**src/rtl/otsb_pkg.sv**
```systemverilog
// otsb_pkg: types, codes and constants shared by the one-shot timer bank
// no dependencies; imported by otsb_alu, otsb_ctrl and one_shot_timer_bank_unit

package otsb_pkg;

    // bank size default and field widths
    localparam int SLOT_COUNT_DEFAULT = 16;
    localparam int WORD_W             = 32;
    localparam int SLOT_FIELD_W       = 4;

    // command codes
    localparam logic [1:0] CMD_ADD  = 2'd0;
    localparam logic [1:0] CMD_DEL  = 2'd1;
    localparam logic [1:0] CMD_TICK = 2'd2;

    // result kinds
    localparam logic [1:0] KIND_ADD  = 2'd0;
    localparam logic [1:0] KIND_DEL  = 2'd1;
    localparam logic [1:0] KIND_FIRE = 2'd2;
    localparam logic [1:0] KIND_DONE = 2'd3;

    // result status codes
    localparam logic [1:0] STATUS_OK       = 2'd0;
    localparam logic [1:0] STATUS_FULL     = 2'd1;
    localparam logic [1:0] STATUS_DEL_FREE = 2'd2;

    // slot status codes
    localparam logic [1:0] SLOT_FREE    = 2'd0;
    localparam logic [1:0] SLOT_ARMED   = 2'd1;
    localparam logic [1:0] SLOT_FIRED   = 2'd2;
    localparam logic [1:0] SLOT_PENDING = 2'd3;

    // sequencer states
    typedef enum logic [2:0] {
        ST_IDLE,
        ST_ADD_SCAN,
        ST_ADD_WRITE,
        ST_DEL,
        ST_TICK_INC,
        ST_SCAN,
        ST_DONE
    } state_t;

    // input request
    typedef struct packed {
        logic [1:0]              command;
        logic [WORD_W-1:0]       delay_seconds;
        logic [WORD_W-1:0]       user_word;
        logic [SLOT_FIELD_W-1:0] slot_index;
    } cmd_req_t;

    // result item
    typedef struct packed {
        logic [1:0]              kind;
        logic [1:0]              status;
        logic [SLOT_FIELD_W-1:0] slot_out;
        logic [WORD_W-1:0]       user_word_out;
        logic                    last;
    } evt_rsp_t;

    // shared adder operands and result
    typedef struct packed {
        logic [WORD_W-1:0] a;
        logic [WORD_W-1:0] b;
        logic              carry_in;
    } alu_req_t;

    typedef struct packed {
        logic [WORD_W-1:0] sum;
        logic              carry_out;
    } alu_rsp_t;

endpackage

```
**src/rtl/otsb_ram.sv**
```systemverilog
// otsb_ram: generic single-write, single-read RAM with registered read data
// depends on nothing but its parameters

module otsb_ram #(
    parameter int WIDTH = 64,
    parameter int DEPTH = 16,
    localparam int AW = $clog2(DEPTH)
) (
    input  logic             clk,
    input  logic             wr_en,
    input  logic [AW-1:0]    wr_addr,
    input  logic [WIDTH-1:0] wr_data,
    input  logic             rd_en,
    input  logic [AW-1:0]    rd_addr,
    output logic [WIDTH-1:0] rd_data
);

    logic [WIDTH-1:0] mem [DEPTH];

    // write port and registered read port
    always_ff @(posedge clk)
    begin
        if (wr_en)
        begin
            mem[wr_addr] <= wr_data;
        end
        if (rd_en)
        begin
            rd_data <= mem[rd_addr];
        end
    end

endmodule

```
**src/rtl/otsb_alu.sv**
```systemverilog
// otsb_alu: shared 32-bit adder with carry in and carry out
// depends on otsb_pkg for the operand and result structs

module otsb_alu
    import otsb_pkg::*;
(
    input  alu_req_t req,
    output alu_rsp_t rsp
);

    // one adder serves saturating add, increment and compare
    assign {rsp.carry_out, rsp.sum} = {1'b0, req.a} + {1'b0, req.b}
                                      + {{WORD_W{1'b0}}, req.carry_in};

endmodule

```
**src/rtl/otsb_ctrl.sv**
```systemverilog
// otsb_ctrl: sequencer, slot status flops, second counter and output register
// depends on otsb_pkg; drives the shared adder and the deadline/word RAM

module otsb_ctrl
    import otsb_pkg::*;
#(
    parameter int SLOT_COUNT = SLOT_COUNT_DEFAULT,
    localparam int SLOT_W = $clog2(SLOT_COUNT),
    localparam int SLOT_DEPTH = 1 << SLOT_W
) (
    input  logic                  clk,
    input  logic                  rst_n,
    input  logic                  cmd_valid,
    output logic                  cmd_stall,
    input  cmd_req_t              cmd,
    output logic                  evt_valid,
    input  logic                  evt_stall,
    output evt_rsp_t              evt,
    output alu_req_t              alu_req,
    input  alu_rsp_t              alu_rsp,
    output logic                  ram_wr_en,
    output logic [SLOT_W-1:0]     ram_wr_addr,
    output logic [2*WORD_W-1:0]   ram_wr_data,
    output logic                  ram_rd_en,
    output logic [SLOT_W-1:0]     ram_rd_addr,
    input  logic [2*WORD_W-1:0]   ram_rd_data
);

    state_t                  state_reg, state_next;
    cmd_req_t                req_reg;
    logic [SLOT_W-1:0]       addr_reg, addr_next;
    logic [WORD_W-1:0]       seconds_reg, seconds_next;
    logic                    out_valid_reg;
    evt_rsp_t                out_reg;
    logic [1:0]              status_reg [SLOT_DEPTH];

    logic                    accept;
    logic                    out_free;
    logic                    out_load;
    evt_rsp_t                out_data;
    logic                    status_we;
    logic [1:0]              status_wdata;
    logic [1:0]              cur_status;
    logic                    last_slot;
    logic                    fire;
    logic                    scan_go;
    logic                    del_oob;
    logic [SLOT_W+3:0]       idx_ext;
    logic [SLOT_W+3:0]       addr_ext;
    logic [SLOT_W-1:0]       cmd_addr;
    logic [SLOT_FIELD_W-1:0] addr_slot;

    function automatic logic [SLOT_W-1:0] idx_ext_of(input logic [SLOT_FIELD_W-1:0] idx);
        logic [SLOT_W+3:0] wide;
        wide = {{SLOT_W{1'b0}}, idx};
        return wide[SLOT_W-1:0];
    endfunction

    // handshake and common decodes
    assign accept     = cmd_valid && !cmd_stall;
    assign cmd_stall  = (state_reg != ST_IDLE);
    assign out_free   = !out_valid_reg || !evt_stall;
    assign evt_valid  = out_valid_reg;
    assign evt        = out_reg;
    assign cur_status = status_reg[addr_reg];
    assign last_slot  = (addr_reg == SLOT_W'(SLOT_COUNT - 1));
    assign fire       = (cur_status == SLOT_ARMED) && alu_rsp.carry_out;
    assign scan_go    = !fire || out_free;

    // slot handle conversions between the 4-bit field and the internal index
    assign idx_ext   = {{SLOT_W{1'b0}}, req_reg.slot_index};
    assign del_oob   = (idx_ext >= (SLOT_W + 4)'(SLOT_COUNT));
    assign cmd_addr  = idx_ext_of(cmd.slot_index);
    assign addr_ext  = {4'b0000, addr_reg};
    assign addr_slot = addr_ext[SLOT_FIELD_W-1:0];

    // next state
    always_comb
    begin
        state_next = state_reg;
        unique case (state_reg)
            ST_IDLE:
            begin
                if (accept)
                begin
                    unique case (cmd.command)
                        CMD_ADD:  state_next = ST_ADD_SCAN;
                        CMD_DEL:  state_next = ST_DEL;
                        CMD_TICK: state_next = ST_TICK_INC;
                        default:  state_next = ST_IDLE;
                    endcase
                end
            end
            ST_ADD_SCAN:
            begin
                priority if (cur_status == SLOT_FREE)
                begin
                    state_next = ST_ADD_WRITE;
                end
                else if (last_slot && out_free)
                begin
                    state_next = ST_IDLE;
                end
                else
                begin
                    state_next = ST_ADD_SCAN;
                end
            end
            ST_ADD_WRITE:
            begin
                if (out_free)
                begin
                    state_next = ST_IDLE;
                end
            end
            ST_DEL:
            begin
                if (out_free)
                begin
                    state_next = ST_IDLE;
                end
            end
            ST_TICK_INC:
            begin
                state_next = ST_SCAN;
            end
            ST_SCAN:
            begin
                if (scan_go && last_slot)
                begin
                    state_next = ST_DONE;
                end
            end
            ST_DONE:
            begin
                if (out_free)
                begin
                    state_next = ST_IDLE;
                end
            end
            default:
            begin
                state_next = ST_IDLE;
            end
        endcase
    end

    // datapath control and result formation
    always_comb
    begin
        addr_next     = addr_reg;
        seconds_next  = seconds_reg;
        status_we     = 1'b0;
        status_wdata  = SLOT_FREE;
        ram_wr_en     = 1'b0;
        ram_wr_addr   = addr_reg;
        ram_wr_data   = {alu_rsp.carry_out ? {WORD_W{1'b1}} : alu_rsp.sum,
                         req_reg.user_word};
        ram_rd_en     = 1'b0;
        ram_rd_addr   = addr_reg + SLOT_W'(1);
        alu_req.a        = seconds_reg;
        alu_req.b        = ~ram_rd_data[2*WORD_W-1:WORD_W];
        alu_req.carry_in = 1'b1;
        out_load      = 1'b0;
        out_data      = '0;

        unique case (state_reg)
            ST_IDLE:
            begin
                if (accept)
                begin
                    addr_next = (cmd.command == CMD_DEL) ? cmd_addr : '0;
                end
            end
            ST_ADD_SCAN:
            begin
                priority if (cur_status == SLOT_FREE)
                begin
                    addr_next = addr_reg;
                end
                else if (last_slot)
                begin
                    if (out_free)
                    begin
                        out_load        = 1'b1;
                        out_data.kind   = KIND_ADD;
                        out_data.status = STATUS_FULL;
                        out_data.last   = 1'b1;
                    end
                end
                else
                begin
                    addr_next = addr_reg + SLOT_W'(1);
                end
            end
            ST_ADD_WRITE:
            begin
                // deadline is now plus delay, saturated on carry out
                alu_req.b        = req_reg.delay_seconds;
                alu_req.carry_in = 1'b0;
                if (out_free)
                begin
                    ram_wr_en         = 1'b1;
                    status_we         = 1'b1;
                    status_wdata      = SLOT_ARMED;
                    out_load          = 1'b1;
                    out_data.kind     = KIND_ADD;
                    out_data.status   = STATUS_OK;
                    out_data.slot_out = addr_slot;
                    out_data.last     = 1'b1;
                end
            end
            ST_DEL:
            begin
                if (out_free)
                begin
                    out_load          = 1'b1;
                    out_data.kind     = KIND_DEL;
                    out_data.slot_out = req_reg.slot_index;
                    out_data.last     = 1'b1;
                    if (del_oob || cur_status == SLOT_FREE)
                    begin
                        out_data.status = STATUS_DEL_FREE;
                    end
                    else
                    begin
                        out_data.status = STATUS_OK;
                        status_we       = 1'b1;
                        status_wdata    = SLOT_PENDING;
                    end
                end
            end
            ST_TICK_INC:
            begin
                // saturating increment, prefetch of the first slot
                alu_req.b        = '0;
                alu_req.carry_in = 1'b1;
                seconds_next     = alu_rsp.carry_out ? seconds_reg : alu_rsp.sum;
                ram_rd_en        = 1'b1;
                ram_rd_addr      = '0;
                addr_next        = '0;
            end
            ST_SCAN:
            begin
                // compare now against deadline, one slot per cycle unless a firing slot waits on a stalled output
                if (scan_go)
                begin
                    if (cur_status == SLOT_PENDING)
                    begin
                        status_we    = 1'b1;
                        status_wdata = SLOT_FREE;
                    end
                    else if (fire)
                    begin
                        status_we              = 1'b1;
                        status_wdata           = SLOT_FIRED;
                        out_load               = 1'b1;
                        out_data.kind          = KIND_FIRE;
                        out_data.status        = STATUS_OK;
                        out_data.slot_out      = addr_slot;
                        out_data.user_word_out = ram_rd_data[WORD_W-1:0];
                    end
                    if (!last_slot)
                    begin
                        addr_next = addr_reg + SLOT_W'(1);
                        ram_rd_en = 1'b1;
                    end
                end
            end
            ST_DONE:
            begin
                if (out_free)
                begin
                    out_load      = 1'b1;
                    out_data.kind = KIND_DONE;
                    out_data.last = 1'b1;
                end
            end
            default:
            begin
                addr_next = addr_reg;
            end
        endcase
    end

    // control registers
    always_ff @(posedge clk or negedge rst_n)
    begin
        if (!rst_n)
        begin
            state_reg     <= ST_IDLE;
            seconds_reg   <= '0;
            out_valid_reg <= 1'b0;
        end
        else
        begin
            state_reg   <= state_next;
            seconds_reg <= seconds_next;
            if (out_load)
            begin
                out_valid_reg <= 1'b1;
            end
            else if (!evt_stall)
            begin
                out_valid_reg <= 1'b0;
            end
        end
    end

    // payload registers
    always_ff @(posedge clk)
    begin
        addr_reg <= addr_next;
        if (accept)
        begin
            req_reg <= cmd;
        end
        if (out_load)
        begin
            out_reg <= out_data;
        end
    end

    // slot status flops, all free after reset
    always_ff @(posedge clk or negedge rst_n)
    begin
        if (!rst_n)
        begin
            for (int i = 0; i < SLOT_DEPTH; i++)
            begin
                status_reg[i] <= SLOT_FREE;
            end
        end
        else if (status_we)
        begin
            status_reg[addr_reg] <= status_wdata;
        end
    end

endmodule

```
**src/rtl/one_shot_timer_bank_unit.sv**
```systemverilog
// one_shot_timer_bank_unit: one request at a time, handled by the slot walk of the sequencer.
// add: first-free search, one slot a cycle; delete: the named slot only.
// tick: one slot a cycle through the deadline RAM read port and the shared adder,
// held while a firing slot waits on a stalled output. No new request while busy.
// reset: asynchronous, all slots free and the second count zero; deadline RAM not cleared.
// depends on otsb_pkg, otsb_ctrl, otsb_alu and otsb_ram

module one_shot_timer_bank_unit
    import otsb_pkg::*;
#(
    parameter int SLOT_COUNT = SLOT_COUNT_DEFAULT,
    localparam int SLOT_W = $clog2(SLOT_COUNT)
) (
    input  logic     clk,
    input  logic     rst_n,
    input  logic     cmd_valid,
    output logic     cmd_stall,
    input  cmd_req_t cmd,
    output logic     evt_valid,
    input  logic     evt_stall,
    output evt_rsp_t evt
);

    alu_req_t              alu_req;
    alu_rsp_t              alu_rsp;
    logic                  ram_wr_en;
    logic [SLOT_W-1:0]     ram_wr_addr;
    logic [2*WORD_W-1:0]   ram_wr_data;
    logic                  ram_rd_en;
    logic [SLOT_W-1:0]     ram_rd_addr;
    logic [2*WORD_W-1:0]   ram_rd_data;

    // sequencer
    otsb_ctrl #(
        .SLOT_COUNT (SLOT_COUNT)
    ) u_ctrl (
        .clk         (clk),
        .rst_n       (rst_n),
        .cmd_valid   (cmd_valid),
        .cmd_stall   (cmd_stall),
        .cmd         (cmd),
        .evt_valid   (evt_valid),
        .evt_stall   (evt_stall),
        .evt         (evt),
        .alu_req     (alu_req),
        .alu_rsp     (alu_rsp),
        .ram_wr_en   (ram_wr_en),
        .ram_wr_addr (ram_wr_addr),
        .ram_wr_data (ram_wr_data),
        .ram_rd_en   (ram_rd_en),
        .ram_rd_addr (ram_rd_addr),
        .ram_rd_data (ram_rd_data)
    );

    // shared adder
    otsb_alu u_alu (
        .req (alu_req),
        .rsp (alu_rsp)
    );

    // deadline and user word store
    otsb_ram #(
        .WIDTH (2 * WORD_W),
        .DEPTH (SLOT_COUNT)
    ) u_ram (
        .clk     (clk),
        .wr_en   (ram_wr_en),
        .wr_addr (ram_wr_addr),
        .wr_data (ram_wr_data),
        .rd_en   (ram_rd_en),
        .rd_addr (ram_rd_addr),
        .rd_data (ram_rd_data)
    );

endmodule
```
**config.mk**
```make
export PLATFORM = sky130hd
export DESIGN_NAME = one_shot_timer_bank_unit
export DESIGN_NICKNAME = d
export VERILOG_FILES = /design/src/rtl/otsb_pkg.sv /design/src/rtl/otsb_ram.sv /design/src/rtl/otsb_alu.sv /design/src/rtl/otsb_ctrl.sv /design/src/rtl/one_shot_timer_bank_unit.sv
export SDC_FILE = /design/constraint.sdc
export NUM_CORES = 2
export LEC_CHECK = 0
export ABC_AREA = 1
export ABC_CLOCK_PERIOD_IN_PS = 8100
export BUFFER_PORTS_ARGS = -buffer_cell sky130_fd_sc_hd__buf_2
export CORE_MARGIN = 10
export CORE_UTILIZATION = 60
export DETAILED_ROUTE_END_ITERATION = 8
export PLACE_DENSITY = 0.77
export SYNTH_ARGS = -nofsm -noshare
export SYNTH_HDL_FRONTEND = slang
export SYNTH_SLANG_ARGS = --single-unit
```
**constraint.sdc**
```tcl
create_clock -name clk -period 8.1 [get_ports clk]
set_input_delay 0.405 -clock clk [delete_from_list [all_inputs] [get_ports clk]]
set_output_delay 0.405 -clock clk [all_outputs]
set_load 0.01 [all_outputs]
```
==> results.sh <==
export IMPL_crit_path_start_kind="flop"
export IMPL_antenna_found_initial=2
export IMPL_yosys_top_cells_area="edfxtp_1, nor2_1, nand2_1"
export IMPL_stdcell_count=5540
export IMPL_drv_cap=0
export IMPL_status="finished clean"
export IMPL_fp_dieArea_um2=98690
export IMPL_synth_edf_count=1201
export IMPL_rsz0062_at_grt="no"
export IMPL_place_gp_congestion=0.8939
export IMPL_core_area_um2=85550
export IMPL_vias=34360
export IMPL_ys_ff_latch=1269
export IMPL_dp_cells=5248
export IMPL_power_net_switching_mw=11.22
export IMPL_first_pass_iters=6
export IMPL_fin_nets=4405
export IMPL_hpwl_um=67920
export IMPL_path_class="flop to flop"
export IMPL_cts_inserted_buffers=119
export IMPL_first_iter_violations=4778
export IMPL_path_common_cell="nand2_1"
export IMPL_diodes=0
export IMPL_syn_avg_cell_area_um2=12.47
export IMPL_clk_latency_ns=0.72
export IMPL_hold_ws_ns=0.1184
export IMPL_hp_class="input port to flop"
export IMPL_nFillCells=5721
export IMPL_ant_nets=0
export IMPL_cts_sinks=1269
export IMPL_cts_tree="built"
export IMPL_crit_required_ns=8.44
export IMPL_path_max_fanout=41
export IMPL_syn_inst=4165
export IMPL_leakage_nw=20.54
export IMPL_async_reset_ff_share_pct=5.359
export IMPL_area_growth_pct=11.72
export IMPL_p_int_mw=16.01
export IMPL_synth_cell_types=48
export IMPL_grt_max_degree=231
export IMPL_top_register="u_ram.mem"
export IMPL_synth_top_flop_cell="edfxtp_1"
export IMPL_cts_max_level=3
export IMPL_grt_pass1_wl_um=199700
export IMPL_ir_drop_mv=0.4872
export IMPL_io_pins=117
export IMPL_switching_share_pct=41.21
export IMPL_cp_cell_sequence="inv_1 -> nand2_1 -> inv_1 -> nor2_1 -> inv_1 -> buf_4 -> nor2_1 -> a21oi_1 -> fa_1 -> fa_1 -> inv_1 -> nand2_1 -> nand2_1 -> nand3_1 -> nand2_1 -> nand2_1 -> nand2_2 -> nand2_1 -> nand2_4 -> nand3_4 -> nand3_2 -> buf_4"
export IMPL_design_area_um2=58000
export IMPL_yosys_area_top_type_share_pct=69.47
export IMPL_yosys_area_top_type="edfxtp_1"
export IMPL_synth_commonest_cells="edfxtp_1, nor2_1, nand2_1"
export IMPL_finalCritPeriodShare_pct=64.31
export IMPL_max_freq_mhz=192.0
export IMPL_setup_viol=0
export IMPL_die_x_um=314.2
export IMPL_p_clk_share_pct=20.6
export IMPL_die_height_um=314.2
export IMPL_synth_area_um2=51920
export IMPL_via_per_inst=6.201
export IMPL_globalRouteOverflowTotal=0
export IMPL_postCtsSetupRepairBufs=0
export IMPL_postRouteWirelength_um=132500
export IMPL_rows=107
export IMPL_start_util_pct=60.69
export IMPL_multi_input_area_um2=12540
export IMPL_largest_reg_flops=1024
export IMPL_slowest_stage="nand3_4"
export IMPL_finalHoldViolCount=0
export IMPL_critical_path_max_stage_delay_ns=0.64
export IMPL_comb_power_share_pct=40.9
export IMPL_cts_hold_buf=69
export IMPL_port_buffers=116
export IMPL_cts_resized=0
export IMPL_cpLargestDelayFamily="simple AND/OR/NAND/NOR gates"
export IMPL_grtUsageTotal_pct=26.41
export IMPL_relSlewSlack_pct=15.02
export IMPL_synth_warnings=0
export IMPL_path_buf_inv=6
export IMPL_layout_drive_gt1_share_pct=9.713
export IMPL_drc=0
export IMPL_yosysMostFrequentCell="edfxtp_1"
export IMPL_p_per_area_nw_per_um2=469.5
export IMPL_path_clk_slew_ns=0.06
export IMPL_postPlaceCellArea_um2=53370
export IMPL_syn_num_nets=4276
export IMPL_grt_pass1_vias=33660
export IMPL_cts_buffer_depth=3
export IMPL_endpoint_kind="flop"
export IMPL_crit_arrival_ns=5.55
export IMPL_ys_seq_area_share_pct=72.74
export IMPL_clock_skew_final_ns=0.03338
export IMPL_min_period_ns=5.209
export IMPL_maxSlewViolCount=0
export IMPL_tightest_slew_ns=1.275
export IMPL_wl_per_cell_um=23.91
export IMPL_seqCellArea_um2=37770
export IMPL_seqPwrFrac_pct=38.4
export IMPL_fin_setup_tns_ns=0
export IMPL_root_buffer="clkbuf_16"
-- logic make-up after synthesis --
group | count (synthesis) | synth area share (%)
xor+xnor | 24 | 0.4049
buf+inv | 385 | 3.328
mux | 10 | 0.1928
simple gates | 1744 | 13.48
compound gates | 696 | 8.929
fa+ha+maj | 37 | 0.9206
flops | 1269 | 72.74
-- cell usage in the layout (no fill, tap or decap), types with 35 or more instances in the layout --
master	n
o211ai_1	59
clkbuf_16	121
o21ai_0	234
dfrtp_1	68
nand3_1	141
dlygate4sd3_1	69
a21oi_1	35
buf_4	59
edfxtp_1	1201
o311ai_0	95
nand2_1	463
inv_1	137
buf_2	115
o21ai_1	86
o311ai_1	104
nor2_1	1054
ha_1	35
o32ai_1	47
-- worst paths after layout --
check,slack (ns),end,depth (start not counted),from
min in group asynchronous,0.17,u_ctrl.seconds_reg[5],2,rst_n
hold / removal,0.12,u_ctrl.evt_valid,3,evt_stall
hold reg to reg,0.47,u_ctrl.status_reg[19],2,u_ctrl.status_reg[19]
setup reg to reg,2.89,u_ctrl.evt[26],22,u_ctrl.state_reg[2]
max in group asynchronous,6.95,u_ctrl.status_reg[21],3,rst_n
setup / recovery,2.89,u_ctrl.evt[26],22,u_ctrl.state_reg[2]
-- cell type report --
type / instances / share of cell area, %
tap: 1144 / 2.468
clock inverter: 80 / 1.404
inverter: 149 / 1.016
timing repair buffer: 244 / 2.981
sequential: 1269 / 65.11
multi-input combinational: 2511 / 21.62
clock buffer: 143 / 5.397
-- layer usage --
layer / track usage [%] / vias to the layer above / part of all wire, %
li1: - / 15270 / -
met1: 36.20 / 16660 / 38
met2: 42.62 / 2090 / 47
met3: 4.305 / 334 / 11
met4: 9.603 / 2 / 3.3
met5: 0 / - / 0.0075
-- through the flow --
stage	utilization [%]	total power, mW	setup WS (ns)
after detailed placement	62.38	21.38	2.991
after floorplan	-	17.97	1.679
final	67.80	27.23	2.891
after global placement	62.38	21.13	3.085
after CTS	67.80	27.02	2.987
after global routing	67.80	28.62	2.603
-- power by group through the flow --
| stage | sequential, mW | combinational (mW) | clock [mW] |
|---|---|---|---|
| 2_1_floorplan | 10.4 | 7.60 | 0 |
| 3_3_place_gp | 10.6 | 10.6 | 0 |
| 3_5_place_dp | 10.6 | 10.8 | 0 |
| 4_1_cts | 10.4 | 10.9 | 5.65 |
| 5_1_grt | 10.5 | 12.2 | 5.91 |
| 6_report | 10.5 | 11.1 | 5.62 |
-- worst register-to-register path, delay by kind of cell (launching register included) --
family	cells	cell delay, ns
flops	1	0.54
compound gates	1	0.06
simple gates	13	2.05
buf+inv	6	1.15
fa+ha+maj	2	0.92
No activity file was read; power rests on OpenSTA's default activity.
